File: src/rtl/ubds_pkg.sv
`timescale 1ns / 1ps
`default_nettype none
package ubds_pkg;

   localparam int CLK_W     = 28;   // module clock register
   localparam int BAUD_W    = 24;   // requested baud
   localparam int WORD_W    = 29;   // packed baud register word
   localparam int OSR_W     = 5;    // ratio field
   localparam int DIV_BITS  = 12;   // divisor kept from the first quotient
   localparam int DIVF_W    = 12;   // divisor field on the result
   localparam int ERR_W     = 10;   // per mille error on the result

   // shared divider: dividend holds the clock or diff * 1000, divisor holds baud * ratio, divisor * ratio or baud
   localparam int DVD_W     = 38;
   localparam int DSR_W     = 29;
   localparam int CNT_W     = 6;

   localparam int RATIO_SHIFT = 24;
   localparam int EDGE_SHIFT  = 17;

   localparam logic [CLK_W-1:0]  CLK_RESET  = CLK_W'(80000000);
   localparam logic [OSR_W-1:0]  OSR_FIRST  = OSR_W'(3);
   localparam logic [OSR_W-1:0]  OSR_LAST   = OSR_W'(31);
   localparam logic [OSR_W-1:0]  EDGE_LIMIT = OSR_W'(6);
   localparam logic [ERR_W-1:0]  ERR_NONE   = ERR_W'(1000);
   localparam logic [ERR_W-1:0]  ERR_GOOD   = ERR_W'(10);
   localparam logic [ERR_W-1:0]  ERR_SCALE  = ERR_W'(1000);

endpackage
`default_nettype wire

File: src/rtl/uart_baud_divisor_search.sv
// Flow: a zero request goes straight to the result; otherwise every ratio tried runs three
// divisions, or one when the divisor comes out zero, until a good match or the last ratio.
// Throughput: one request at a time; the next request beat is taken as soon as the result
// is parked in the output register. One shared bit-serial divider (one quotient bit per
// cycle, three divisions per ratio at most) runs the whole search.
// Reset: synchronous, active high; clears the control state and sets module_clock_hz to 80 MHz.
`timescale 1ns / 1ps
`default_nettype none
module uart_baud_divisor_search
   import ubds_pkg::*;
(
   input  wire                 clock,
   input  wire                 reset,
   input  wire                 csr_write_en,
   input  wire [CLK_W-1:0]     csr_write_data,
   input  wire                 req_valid,
   output logic                req_ready,
   input  wire [BAUD_W-1:0]    req_requested_baud,
   output logic                rsp_valid,
   input  wire                 rsp_ready,
   output logic [WORD_W-1:0]   rsp_baud_word,
   output logic [OSR_W-1:0]    rsp_oversample_ratio,
   output logic [DIVF_W-1:0]   rsp_divisor,
   output logic                rsp_both_edge,
   output logic [ERR_W-1:0]    rsp_error_permille
);

   // sequencer codes
   localparam logic [2:0] S_IDLE   = 3'd0;
   localparam logic [2:0] S_MUL1   = 3'd1;  // load divider with clock / (baud * ratio)
   localparam logic [2:0] S_DIV    = 3'd2;  // one quotient bit per cycle
   localparam logic [2:0] S_MUL2   = 3'd3;  // load divider with clock / (divisor * ratio)
   localparam logic [2:0] S_DIFF   = 3'd4;  // |rate - baud|
   localparam logic [2:0] S_MUL3   = 3'd5;  // load divider with diff * 1000 / baud
   localparam logic [2:0] S_NEXT   = 3'd6;  // advance the ratio or stop
   localparam logic [2:0] S_FINISH = 3'd7;  // park the result in the output register

   // which division is running
   localparam logic [1:0] OP_DV   = 2'd0;
   localparam logic [1:0] OP_RATE = 2'd1;
   localparam logic [1:0] OP_ERR  = 2'd2;

   logic [2:0]          state_ff, state_in;
   logic [1:0]          op_ff, op_in;
   logic [CLK_W-1:0]    clk_ff, clk_in;
   logic [BAUD_W-1:0]   baud_ff, baud_in;
   logic                zero_ff, zero_in;
   logic [OSR_W-1:0]    osr_ff, osr_in;
   logic [DIV_BITS-1:0] dv_ff, dv_in;
   logic [CLK_W-1:0]    val_ff, val_in;     // achieved rate, then its distance to baud
   logic [OSR_W-1:0]    best_osr_ff, best_osr_in;
   logic [DIV_BITS-1:0] best_div_ff, best_div_in;
   logic [ERR_W-1:0]    best_err_ff, best_err_in;

   // divider
   logic [DVD_W-1:0]    dvd_ff, dvd_in;     // dividend shifts out the top, quotient in the bottom
   logic [DSR_W-1:0]    dsr_ff, dsr_in;
   logic [DSR_W-1:0]    rem_ff, rem_in;
   logic [CNT_W-1:0]    cnt_ff, cnt_in;

   // output register
   logic                rsp_valid_ff, rsp_valid_in;
   logic [WORD_W-1:0]   word_ff, word_in;
   logic [OSR_W-1:0]    o_osr_ff, o_osr_in;
   logic [DIVF_W-1:0]   o_div_ff, o_div_in;
   logic                o_edge_ff, o_edge_in;
   logic [ERR_W-1:0]    o_err_ff, o_err_in;

   // datapath helpers
   logic [OSR_W:0]      ratio;
   logic [DSR_W:0]      trial;
   logic                ge;
   logic [DSR_W:0]      trial_sub;
   logic [DVD_W-1:0]    step_dvd;
   logic [DSR_W-1:0]    step_rem;
   logic [DSR_W-1:0]    prod_br;
   logic [DSR_W-1:0]    prod_dr;
   logic [DVD_W-1:0]    prod_err;
   logic                out_free;
   logic                edge_bit;
   logic [DIVF_W-1:0]   best_div_field;

   assign ratio = {1'b0, osr_ff} + (OSR_W+1)'(1);

   // restoring division step
   assign trial     = {rem_ff, dvd_ff[DVD_W-1]};
   assign ge        = trial >= {1'b0, dsr_ff};
   assign trial_sub = trial - {1'b0, dsr_ff};
   assign step_rem  = ge ? trial_sub[DSR_W-1:0] : trial[DSR_W-1:0];
   assign step_dvd  = {dvd_ff[DVD_W-2:0], ge};

   // small products, each registered into the divider before use
   assign prod_br  = DSR_W'(baud_ff) * DSR_W'(ratio);
   assign prod_dr  = DSR_W'(dv_ff) * DSR_W'(ratio);
   assign prod_err = DVD_W'(val_ff) * DVD_W'(ERR_SCALE);

   assign out_free       = !rsp_valid_ff || rsp_ready;
   assign edge_bit       = (best_osr_ff <= EDGE_LIMIT);
   assign best_div_field = DIVF_W'(best_div_ff);

   always_comb begin
      state_in     = state_ff;
      op_in        = op_ff;
      clk_in       = clk_ff;
      baud_in      = baud_ff;
      zero_in      = zero_ff;
      osr_in       = osr_ff;
      dv_in        = dv_ff;
      val_in       = val_ff;
      best_osr_in  = best_osr_ff;
      best_div_in  = best_div_ff;
      best_err_in  = best_err_ff;
      dvd_in       = dvd_ff;
      dsr_in       = dsr_ff;
      rem_in       = rem_ff;
      cnt_in       = cnt_ff;
      rsp_valid_in = rsp_valid_ff;
      word_in      = word_ff;
      o_osr_in     = o_osr_ff;
      o_div_in     = o_div_ff;
      o_edge_in    = o_edge_ff;
      o_err_in     = o_err_ff;

      // drop the result once taken
      if (rsp_valid_ff && rsp_ready) begin
         rsp_valid_in = 1'b0;
      end

      if (csr_write_en) begin
         clk_in = csr_write_data;
      end

      unique case (state_ff)
         S_IDLE: begin
            if (req_valid) begin
               baud_in     = req_requested_baud;
               zero_in     = (req_requested_baud == '0);
               osr_in      = OSR_FIRST;
               best_osr_in = '0;
               best_div_in = '0;
               best_err_in = ERR_NONE;
               state_in    = (req_requested_baud == '0) ? S_FINISH : S_MUL1;
            end
         end
         S_MUL1: begin
            // 28-bit dividend sits at the top of the shift register
            dvd_in   = {clk_ff, (DVD_W-CLK_W)'(0)};
            dsr_in   = prod_br;
            rem_in   = '0;
            cnt_in   = CNT_W'(CLK_W);
            op_in    = OP_DV;
            state_in = S_DIV;
         end
         S_DIV: begin
            dvd_in = step_dvd;
            rem_in = step_rem;
            cnt_in = cnt_ff - CNT_W'(1);
            if (cnt_ff == CNT_W'(1)) begin
               case (op_ff)
                  OP_DV: begin
                     dv_in    = step_dvd[DIV_BITS-1:0];
                     // skip a candidate whose divisor is zero
                     state_in = (step_dvd[DIV_BITS-1:0] == '0) ? S_NEXT : S_MUL2;
                  end
                  OP_RATE: begin
                     val_in   = step_dvd[CLK_W-1:0];
                     state_in = S_DIFF;
                  end
                  default: begin
                     // keep a strictly better candidate, so the earlier ratio wins a tie
                     if (step_dvd < DVD_W'(best_err_ff)) begin
                        best_err_in = step_dvd[ERR_W-1:0];
                        best_osr_in = osr_ff;
                        best_div_in = dv_ff;
                     end
                     state_in = S_NEXT;
                  end
               endcase
            end
         end
         S_MUL2: begin
            dvd_in   = {clk_ff, (DVD_W-CLK_W)'(0)};
            dsr_in   = prod_dr;
            rem_in   = '0;
            cnt_in   = CNT_W'(CLK_W);
            op_in    = OP_RATE;
            state_in = S_DIV;
         end
         S_DIFF: begin
            if (val_ff > CLK_W'(baud_ff)) begin
               val_in = val_ff - CLK_W'(baud_ff);
            end else begin
               val_in = CLK_W'(baud_ff) - val_ff;
            end
            state_in = S_MUL3;
         end
         S_MUL3: begin
            dvd_in   = prod_err;
            dsr_in   = DSR_W'(baud_ff);
            rem_in   = '0;
            cnt_in   = CNT_W'(DVD_W);
            op_in    = OP_ERR;
            state_in = S_DIV;
         end
         S_NEXT: begin
            // stop early on a good enough match, or after the last ratio
            if (best_err_ff < ERR_GOOD || osr_ff == OSR_LAST) begin
               state_in = S_FINISH;
            end else begin
               osr_in   = osr_ff + OSR_W'(1);
               state_in = S_MUL1;
            end
         end
         S_FINISH: begin
            if (out_free) begin
               rsp_valid_in = 1'b1;
               if (zero_ff) begin
                  word_in   = '0;
                  o_osr_in  = '0;
                  o_div_in  = '0;
                  o_edge_in = 1'b0;
               end else begin
                  word_in   = (WORD_W'(best_osr_ff) << RATIO_SHIFT)
                            | (WORD_W'(edge_bit) << EDGE_SHIFT)
                            | WORD_W'(best_div_field);
                  o_osr_in  = best_osr_ff;
                  o_div_in  = best_div_field;
                  o_edge_in = edge_bit;
               end
               o_err_in = best_err_ff;
               state_in = S_IDLE;
            end
         end
         default: begin
            state_in = S_IDLE;
         end
      endcase
   end

   always_ff @(posedge clock) begin
      if (reset) begin
         state_ff     <= S_IDLE;
         rsp_valid_ff <= 1'b0;
         clk_ff       <= CLK_RESET;
      end else begin
         state_ff     <= state_in;
         rsp_valid_ff <= rsp_valid_in;
         clk_ff       <= clk_in;
      end
   end

   // payload and working registers
   always_ff @(posedge clock) begin
      op_ff       <= op_in;
      baud_ff     <= baud_in;
      zero_ff     <= zero_in;
      osr_ff      <= osr_in;
      dv_ff       <= dv_in;
      val_ff      <= val_in;
      best_osr_ff <= best_osr_in;
      best_div_ff <= best_div_in;
      best_err_ff <= best_err_in;
      dvd_ff      <= dvd_in;
      dsr_ff      <= dsr_in;
      rem_ff      <= rem_in;
      cnt_ff      <= cnt_in;
      word_ff     <= word_in;
      o_osr_ff    <= o_osr_in;
      o_div_ff    <= o_div_in;
      o_edge_ff   <= o_edge_in;
      o_err_ff    <= o_err_in;
   end

   assign req_ready            = (state_ff == S_IDLE);
   assign rsp_valid            = rsp_valid_ff;
   assign rsp_baud_word        = word_ff;
   assign rsp_oversample_ratio = o_osr_ff;
   assign rsp_divisor          = o_div_ff;
   assign rsp_both_edge        = o_edge_ff;
   assign rsp_error_permille   = o_err_ff;

endmodule
`default_nettype wire

File: config.mk
export PLATFORM = sky130hd
export DESIGN_NAME = uart_baud_divisor_search
export DESIGN_NICKNAME = d
export VERILOG_FILES = /design/src/rtl/ubds_pkg.sv /design/src/rtl/uart_baud_divisor_search.sv
export SDC_FILE = /design/constraint.sdc
export NUM_CORES = 1
export LEC_CHECK = 0
export BUFFER_PORTS_ARGS = -buffer_cell sky130_fd_sc_hd__buf_2
export CORE_MARGIN = 3
export CORE_UTILIZATION = 28
export CTS_BUF_LIST = sky130_fd_sc_hd__clkbuf_16
export DETAILED_ROUTE_END_ITERATION = 10
export PLACE_DENSITY = 0.47
export SYNTH_ARGS = -nofsm -noshare
export SYNTH_HDL_FRONTEND = slang
export SYNTH_SLANG_ARGS = --single-unit
File: constraint.sdc
create_clock -name clock -period 7.4 [get_ports clock]
set_input_delay 0.37 -clock clock [delete_from_list [all_inputs] [get_ports clock]]
set_output_delay 0.37 -clock clock [all_outputs]
set_load 0.05 [all_outputs]
==> results.json, run 1 <==
{
  "die-area_mm2": 0.0968,
  "boundaryPins": 116,
  "hp-start": "csr_write_data[10]",
  "port_buffers": 104,
  "fin_setup_tns_ps": 0,
  "grt_pass1_wl_um": 126000,
  "routedWlPerCell_um": 20.1,
  "setup_viol_count_final": 0,
  "async_flop_share_pct": 0,
  "grt_start_max_net_pins": 74,
  "seqCellArea_mm2": 0.00752,
  "end_kind": "flip-flop",
  "required_ps": 7670,
  "antenna_found_initial": 0,
  "worstMarginPinSlew_ps": 1080,
  "cap_violations": 0,
  "slew_headroom_pct": 27.7,
  "hold_viol_final": 0,
  "clk_pin_slew_ps": 70,
  "fin_nets": 3315,
  "synthSimpleGateAreaFrac_pct": 13.7,
  "grt_usage_pct": 16.9,
  "nFillCells": 9723,
  "area_delta_synth_final_pct": 11.5,
  "status": "complete, no violations",
  "fin_area_mm2": 0.0291,
  "start_util_pct": 28.4,
  "diodes": 0,
  "fin_hold_ws_ps": 29.5,
  "grt_pass1_vias": 20100,
  "ys_top_cells_by_area": "edfxtp_1 (26%), fa_1 (18%), ha_1 (11%)",
  "syn_avg_cell_area_um2": 9.61,
  "cp-start-kind": "flip-flop",
  "gp_congestion": 0.946,
  "synthMuxAreaShare_pct": 2.52,
  "drt_first_pass_iters": 6,
  "grt_overflow": 0,
  "fmax_mhz": 158,
  "mostFrequentLayoutCells": "inv_1 (408), fa_1 (234), ha_1 (233)",
  "ys_seq_area_share_pct": 28.8,
  "worstPathArrival_ps": 6610,
  "skew_ps": 36.4,
  "synth_cell_types": 81,
  "cts_buffer_depth": 3,
  "dieHeight_um": 311,
  "yosys_warnings": 0,
  "vias": 19700,
  "synth_xor_area_share_pct": 3.90,
  "synth_flop_cell": "edfxtp_1",
  "syn-cell-area_mm2": 0.0261,
  "die_w_um": 311,
  "tritoncts": "yes",
  "synth_top_family_by_area": "adder cells",
  "crit_path_start": "osr_ff[1]",
  "ant_nets": 0,
  "r2r_start": "osr_ff[1]",
  "cts_root_buf": "clkbuf_16",
  "period_needed_ps": 6340,
  "core-area_mm2": 0.0919,
  "fin_crit_sh_pct": 85.6,
  "drive_above_1_share_pct": 7.61,
  "slew_violations": 0,
  "cts_setup_buffers": 0,
  "drcViolationCount": 0,
  "multi_input_area_mm2": 0.0165,
  "synth_compound_gate_area_share_pct": 13.7,
  "layout_commonest_cell": "inv_1",
  "drt_wl_total_um": 81700,
  "rsz0062_at_grt": "false",
  "vias_per_cell": 4.85,
  "crit_type": "flip-flop to flip-flop",
  "place_area_mm2": 0.0278,
  "clk_latency_ps": 560,
  "synth_fa_ha_area_share_pct": 29.2,
  "synth-edff-count": 229,
  "dp_hpwl_um": 65400,
  "netlist.area_leader.share_pct": 26.4,
  "rows": 111,
  "crit_path_max_fanout": 24,
  "ys_ff_latch": 261,
  "synthCells": 2713,
  "hold_path_class": "input pin to flip-flop",
  "clock_sinks": 261,
  "yosys.area.top_type": "edfxtp_1",
  "cts_buffers": 34,
  "drt_iter0_markers": 1344,
  "htree_levels": 2
}
[Yosys cell counts, types with 24 or more instances]
library cell    n
edfxtp_1      229
nor4_1         24
ha_1          233
inv_1         403
a21o_1         69
xnor2_1        66
clkbuf_1       62
nor2_1        160
dfxtp_1        32
and2_1        115
a21oi_1       150
buf_4          39
nor3_1         61
o21ai_0       127
mux2i_1        59
xor2_1         50
nand3_1        24
nand2_1       200
o22ai_1        31
nor2b_1        45
fa_1          234
a22oi_1        30
[flip-flops by register name, summed over array words and instances (netlist names), 11 cells and up]
name,cells
baud_ff,24
best_div_ff,12
clk_ff,28
dsr_ff,29
dv_ff,12
dvd_ff,38
rem_ff,29
rsp_divisor,11
val_ff,28
[critical path, cell delays in order (launching register included)]
cell	delay, ps
edfxtp_1	420
ha_1	240
and3_1	190
ha_1	840
buf_4	350
nand2_1	100
fa_1	500
fa_1	520
fa_1	550
inv_1	40
ha_1	310
nor2b_1	140
o21ai_0	100
a21oi_1	200
o21ai_0	160
a2111oi_0	540
o21ai_0	220
a21oi_1	240
a21o_1	170
nor4_1	40
nand4b_1	190
[what timing repair did]
action,4_1_cts,5_1_grt
endpoints found under the hold margin,16,0
hold buffers,16,0
gates resized for setup,0,0
[logic make-up (layout without fill, tap and decap cells)]
logic type,after synthesis,count (layout)
fa+ha+maj,467,467
xor+xnor,116,116
mux,65,65
flops,261,261
buf+inv,522,611
compound gates,559,559
simple gates,722,722
other cells,1,11
[worst paths after layout]
check | cells after the start | to | slack, ps
max | 20 | dsr_ff[17] | 1060
min reg2reg | 0 | rsp_error_permille[9] | 450
min | 3 | clk_ff[10] | 30
max reg2reg | 20 | dsr_ff[17] | 1060
[final cells by class]
type	instances	share of cell area, %
clock buffers	37	3.18
clock inverters	20	0.542
inverters	404	5.21
multi-input cells	1940	56.7
flip-flops and latches	261	25.8
well taps	1243	5.35
repair buffers	150	3.12
[per-stage QoR]
stage / std cells / worst slack (ps) / utilization (%)
6_report: 4055 / 1060 / 31.6
5_1_grt: 4055 / 600 / 31.6
4_1_cts: 4055 / 1040 / 31.6
3_5_place_dp: 3982 / 1080 / 30.3
3_3_place_gp: 3982 / 1120 / 30.3
2_1_floorplan: 2723 / 1870 / -
[per-layer routing]
layer,vias to the layer above,part of all wire [%],global-route usage (%)
li1,9376,-,-
met1,9716,46,23.4
met2,463,46,27.4
met3,106,4.9,2.52
met4,0,3.1,4.98
met5,-,0,0
Power of run 1 is not shown: default switching activity piles up to over one toggle a cycle in this logic, so the estimate is an artifact.
==> run 2: changes to the inputs <==
--- a/config.mk
+++ b/config.mk
@@ -7,10 +7,10 @@
 export LEC_CHECK = 0
 export BUFFER_PORTS_ARGS = -buffer_cell sky130_fd_sc_hd__buf_2
 export CORE_MARGIN = 3
-export CORE_UTILIZATION = 28
+export CORE_UTILIZATION = 25
 export CTS_BUF_LIST = sky130_fd_sc_hd__clkbuf_16
 export DETAILED_ROUTE_END_ITERATION = 10
-export PLACE_DENSITY = 0.47
+export PLACE_DENSITY = 0.43
 export SYNTH_ARGS = -nofsm -noshare
 export SYNTH_HDL_FRONTEND = slang
 export SYNTH_SLANG_ARGS = --single-unit
==> constraint.sdc (replaced) <==
create_clock -name clock -period 7.4 [get_ports clock]
set_input_delay 0.74 -clock clock [delete_from_list [all_inputs] [get_ports clock]]
set_output_delay 0.74 -clock clock [all_outputs]
set_load 0.05 [all_outputs]
==> run 2 against run 1 <==
Net effect:
- via count shrank 0.42%
- routed wire length grew 3.0%
- final cell count grew 2.8%
- global-route usage shrank 1.3 points
- critical path type unchanged
- first-iteration DRC count grew 1.5%
- maximum frequency shrank 0.73%
- core utilization shrank 3.3 points
- worst hold slack gained 330 ps
- critical path depth grew 1
- count of clock-buffer cells in the layout is the same
==> results.json, run 2 (synthesis results as in run 1) <==
{
  "grt_usage_pct": 15.6,
  "ant_nets": 0,
  "ff2ff_path_depth": 21,
  "clk_latency_ps": 570,
  "start_util_pct": 25.4,
  "grt_overflow": 0,
  "setup_viol_count_final": 0,
  "largest_register_ffs": 38,
  "rsz0062_at_grt": "false",
  "htree_levels": 2,
  "hold_viol_final": 0,
  "die_w_um": 329,
  "regMostFlops": "dvd_ff",
  "grt_start_max_net_pins": 74,
  "skew_ps": 40.4,
  "crit_type": "flip-flop to flip-flop",
  "vias_per_cell": 4.70,
  "drt_first_pass_iters": 5,
  "nFillCells": 10900,
  "clock_sinks": 261,
  "grt_pass1_vias": 20200,
  "port_buffers": 104,
  "worstMarginPinSlew_ps": 1100,
  "ctsHoldBuffers": 0,
  "hold_depth": 1,
  "cts_root_buf": "clkbuf_16",
  "fin_setup_tns_ps": 0,
  "ctsResizeCount": 0,
  "end_kind": "flip-flop",
  "required_ps": 7690,
  "mostFrequentLayoutCells": "inv_1 (413), fa_1 (234), ha_1 (233)",
  "fin_nets": 3299,
  "layout_commonest_cell": "inv_1",
  "tritoncts": "yes",
  "cts_setup_buffers": 0,
  "gp_congestion": 0.924,
  "seqCellArea_mm2": 0.00752,
  "slew_headroom_pct": 26.4,
  "clk_pin_slew_ps": 60,
  "slew_violations": 0,
  "area_delta_synth_final_pct": 11.6,
  "reg2reg_slack_ps": 1020,
  "drt_iter0_markers": 1364,
  "grt_pass1_wl_um": 128000,
  "drcViolationCount": 0,
  "core-area_mm2": 0.103,
  "status": "complete, no violations",
  "cts_buffers": 36,
  "cap_violations": 0,
  "hp-start": "req_requested_baud[13]",
  "dp_hpwl_um": 67300,
  "dieHeight_um": 329,
  "fin_crit_sh_pct": 86.3,
  "multi_input_area_mm2": 0.0165,
  "hold_path_class": "input pin to flip-flop",
  "die-area_mm2": 0.108,
  "routedWlPerCell_um": 20.2,
  "rows": 117,
  "fmax_mhz": 157,
  "crit_path_max_fanout": 20,
  "worstPathArrival_ps": 6670,
  "drt_wl_total_um": 84100,
  "min_to": "baud_ff[13]",
  "r2r-end": "dsr_ff[28]",
  "drive_above_1_share_pct": 7.78,
  "diodes": 0,
  "cp-start-kind": "flip-flop",
  "top_regs": "dvd_ff (38), dsr_ff (29), rem_ff (29)",
  "antenna_found_initial": 3,
  "vias": 19600,
  "boundaryPins": 116,
  "r2r_start": "osr_ff[0]",
  "cts_buffer_depth": 3,
  "period_needed_ps": 6380
}
run 2: worst max-delay path by stage:
stage,start,end,slack (ps),depth (start not counted)
2_1_floorplan,osr_ff[1],dsr_ff[28],1870,21
3_3_place_gp,osr_ff[0],dsr_ff[28],1080,21
4_1_cts,osr_ff[0],dsr_ff[28],1040,21
3_5_place_dp,osr_ff[0],dsr_ff[28],1110,21
5_1_grt,osr_ff[0],dsr_ff[28],590,21
6_report,osr_ff[0],dsr_ff[28],1020,21
run 2: routing by layer:
metal	GRT usage [%]	vias to the layer above	part of all wire [%]
met5	0	-	0.049
met4	4.08	6	2.7
met3	2.31	114	4.5
met2	26.0	388	47
met1	21.1	9725	46
li1	-	9346	-
run 2: worst max-delay path: stages (launching register included):
cell	delay [ps]
edfxtp_1	350
buf_4	220
ha_1	260
and3_1	190
ha_1	690
and2_1	250
fa_1	460
fa_1	560
inv_1	60
fa_1	540
inv_1	40
ha_1	350
nand3_1	90
o2111ai_1	360
a311oi_1	200
o31a_1	380
or4_1	430
a21boi_0	250
nor3_1	70
o21ai_1	150
xnor2_1	140
nor2_1	50
run 2: final cells by class:
class / instances / share of cell area (%)
Multi-Input combinational cell: 1940 / 56.7
Sequential cell: 261 / 25.8
Timing Repair Buffer: 132 / 2.51
Clock inverter: 28 / 0.666
Tap cell: 1368 / 5.88
Inverter: 404 / 5.21
Clock buffer: 37 / 3.18
run 2: through the flow:
step	instance area, um2	util [%]	instances	hold slack (ps)	setup slack (ps)
floorplan	26100	-	2723	426	1870
global placement	28000	27.3	4105	454	1080
detailed placement	28000	27.3	4105	458	1110
CTS	29100	28.4	4170	326	1040
global route	29100	28.4	4170	341	586
finish	29100	28.4	4170	361	1020
Power of run 2 is left out for the same reason.
==> run 3: changes to the inputs <==
--- a/config.mk
+++ b/config.mk
@@ -7,10 +7,10 @@
 export LEC_CHECK = 0
 export BUFFER_PORTS_ARGS = -buffer_cell sky130_fd_sc_hd__buf_2
 export CORE_MARGIN = 3
-export CORE_UTILIZATION = 25
+export CORE_UTILIZATION = 64
 export CTS_BUF_LIST = sky130_fd_sc_hd__clkbuf_16
 export DETAILED_ROUTE_END_ITERATION = 10
-export PLACE_DENSITY = 0.43
+export PLACE_DENSITY = 0.86
 export SYNTH_ARGS = -nofsm -noshare
 export SYNTH_HDL_FRONTEND = slang
 export SYNTH_SLANG_ARGS = --single-unit
==> run 3 against run 2 <==
Net effect:
- worst hold slack lost 7.3 ps
- die area shrank 60%
- core utilization grew 41 points
- first-iteration DRC count grew 64%
- cell area shrank 4.4%
- maximum frequency grew 0.53%
- critical path depth shrank 2
- sequential share of layout area grew 1.2 points
- clock skew shrank 8.9 ps
- sequential cell count is the same
==> results.json, run 3 (synthesis results as in run 1) <==
{
  "status": "complete, no violations",
  "drt_wl_total_um": 74300,
  "die-area_mm2": 0.0432,
  "grt_start_max_net_pins": 55,
  "vias": 20900,
  "cap_violations": 0,
  "max_stage_delay_ps": 920,
  "ant_nets": 0,
  "r2r_start": "osr_ff[1]",
  "worstPathArrival_ps": 6650,
  "crit_type": "flip-flop to flip-flop",
  "skew_ps": 31.5,
  "layout_commonest_cell": "inv_1",
  "hold_path_class": "input pin to flip-flop",
  "largest_register_ffs": 38,
  "clk_pin_slew_ps": 60,
  "fin_nets": 3290,
  "fin_setup_tns_ps": 0,
  "top_layer": "met5",
  "grt_pass1_wl_um": 117000,
  "gp_congestion": 1.05,
  "htree_levels": 1,
  "cp-start-kind": "flip-flop",
  "crit_path_top_delay_cell": "xor2_2",
  "end_kind": "flip-flop",
  "routedWlPerCell_um": 22.4,
  "grt_usage_pct": 34.1,
  "min_to": "baud_ff[10]",
  "fmax_mhz": 157,
  "core-area_mm2": 0.0400,
  "clk_latency_ps": 600,
  "diodes": 0,
  "drt_first_pass_iters": 6,
  "hold_viol_final": 0,
  "drive_above_1_share_pct": 7.46,
  "crit_buf_inv": 2,
  "setup_viol_count_final": 0,
  "wl_met2_um": 33700,
  "fin_crit_sh_pct": 85.8,
  "clock_sinks": 261,
  "rows": 73,
  "ctsHoldBuffers": 0,
  "wl_met1_um": 28600,
  "ff2ff_path_depth": 19,
  "crit_chain": "ha_1, xor2_2, and2_1, fa_1, inv_1, fa_1, fa_1, inv_1, ha_1, nand3_1, o2111ai_1, a311oi_1, o31a_1, or4_1, a21boi_0, o21ai_0, nand2b_1, xnor2_1, nor2_1",
  "die_w_um": 208,
  "dp_hpwl_um": 58500,
  "cts_buffer_depth": 3,
  "cp_top_family": "adder cells",
  "vias_per_cell": 6.30,
  "port_buffers": 104,
  "hp-start": "req_requested_baud[10]",
  "cts_buffers": 30,
  "hold_depth": 1,
  "cts_setup_buffers": 0,
  "regMostFlops": "dvd_ff",
  "drt_iter0_markers": 2231,
  "required_ps": 7700,
  "reg2reg_slack_ps": 1050,
  "slew_headroom_pct": 20.3,
  "top_regs": "dvd_ff (38), dsr_ff (29), rem_ff (29)",
  "r2r-end": "dsr_ff[26]",
  "start_util_pct": 65.2,
  "crit_path_start": "osr_ff[1]",
  "ctsResizeCount": 0,
  "tritoncts": "yes",
  "antenna_found_initial": 3,
  "grt_overflow": 0,
  "crit_top_cell": "fa_1",
  "rsz0062_at_grt": "false",
  "worstMarginPinSlew_ps": 1190,
  "crit_path_max_fanout": 23,
  "period_needed_ps": 6350,
  "wl_met3_um": 8140,
  "drcViolationCount": 0,
  "boundaryPins": 116,
  "slew_violations": 0,
  "cts_root_buf": "clkbuf_16",
  "dieHeight_um": 208,
  "grt_pass1_vias": 21200,
  "mostFrequentLayoutCells": "inv_1 (407), fa_1 (234), ha_1 (233)",
  "area_delta_synth_final_pct": 6.74
}
-- run 3: layout make-up --
type                            count  area [um2]
Sequential cell                   261        7520
Multi-Input combinational cell   1940       16500
Clock buffer                       30         751
Clock inverter                     26         186
Timing Repair Buffer              129         708
Tap cell                          525         657
Fill cell                        3006       12200
Inverter                          404        1520
-- run 3: through the flow --
step	setup WS (ps)	hold WS, ps	utilization [%]	instances	instance area (um2)
final	1050	353	69.6	3315	27800
after global routing	689	344	69.6	3315	27800
after CTS	1160	337	69.6	3315	27800
after detailed placement	1230	439	67.2	3259	26900
after global placement	1390	438	67.2	3259	26900
after floorplan	1870	426	-	2723	26100
-- run 3: routing by layer --
layer  global-route usage (%)  vias to the layer above
li1                         -                     9323
met1                     45.0                    10200
met2                     54.4                     1146
met3                     8.74                      245
met4                     13.6                        6
met5                        0                        -
-- run 3: how the worst max path moves through the flow --
stage	endpoint	slack (ps)	cells past startpoint
global route	dsr_ff[26]	690	21
floorplan	dsr_ff[28]	1870	21
detailed placement	dsr_ff[28]	1230	21
finish	dsr_ff[26]	1050	19
CTS	dsr_ff[26]	1160	21
global placement	dsr_ff[28]	1390	21
-- run 3: worst register-to-register path: cells and delay by family (launching register included) --
family,cells,cell delay (ps)
adder cells (fa/ha/maj),5,2040
AO/OA/AOI/OAI,5,1410
XOR/XNOR,2,1060
AND/OR/NAND/NOR,5,1010
flip-flops,1,420
buffers and inverters,2,130
Power of run 3 is left out for the same reason.
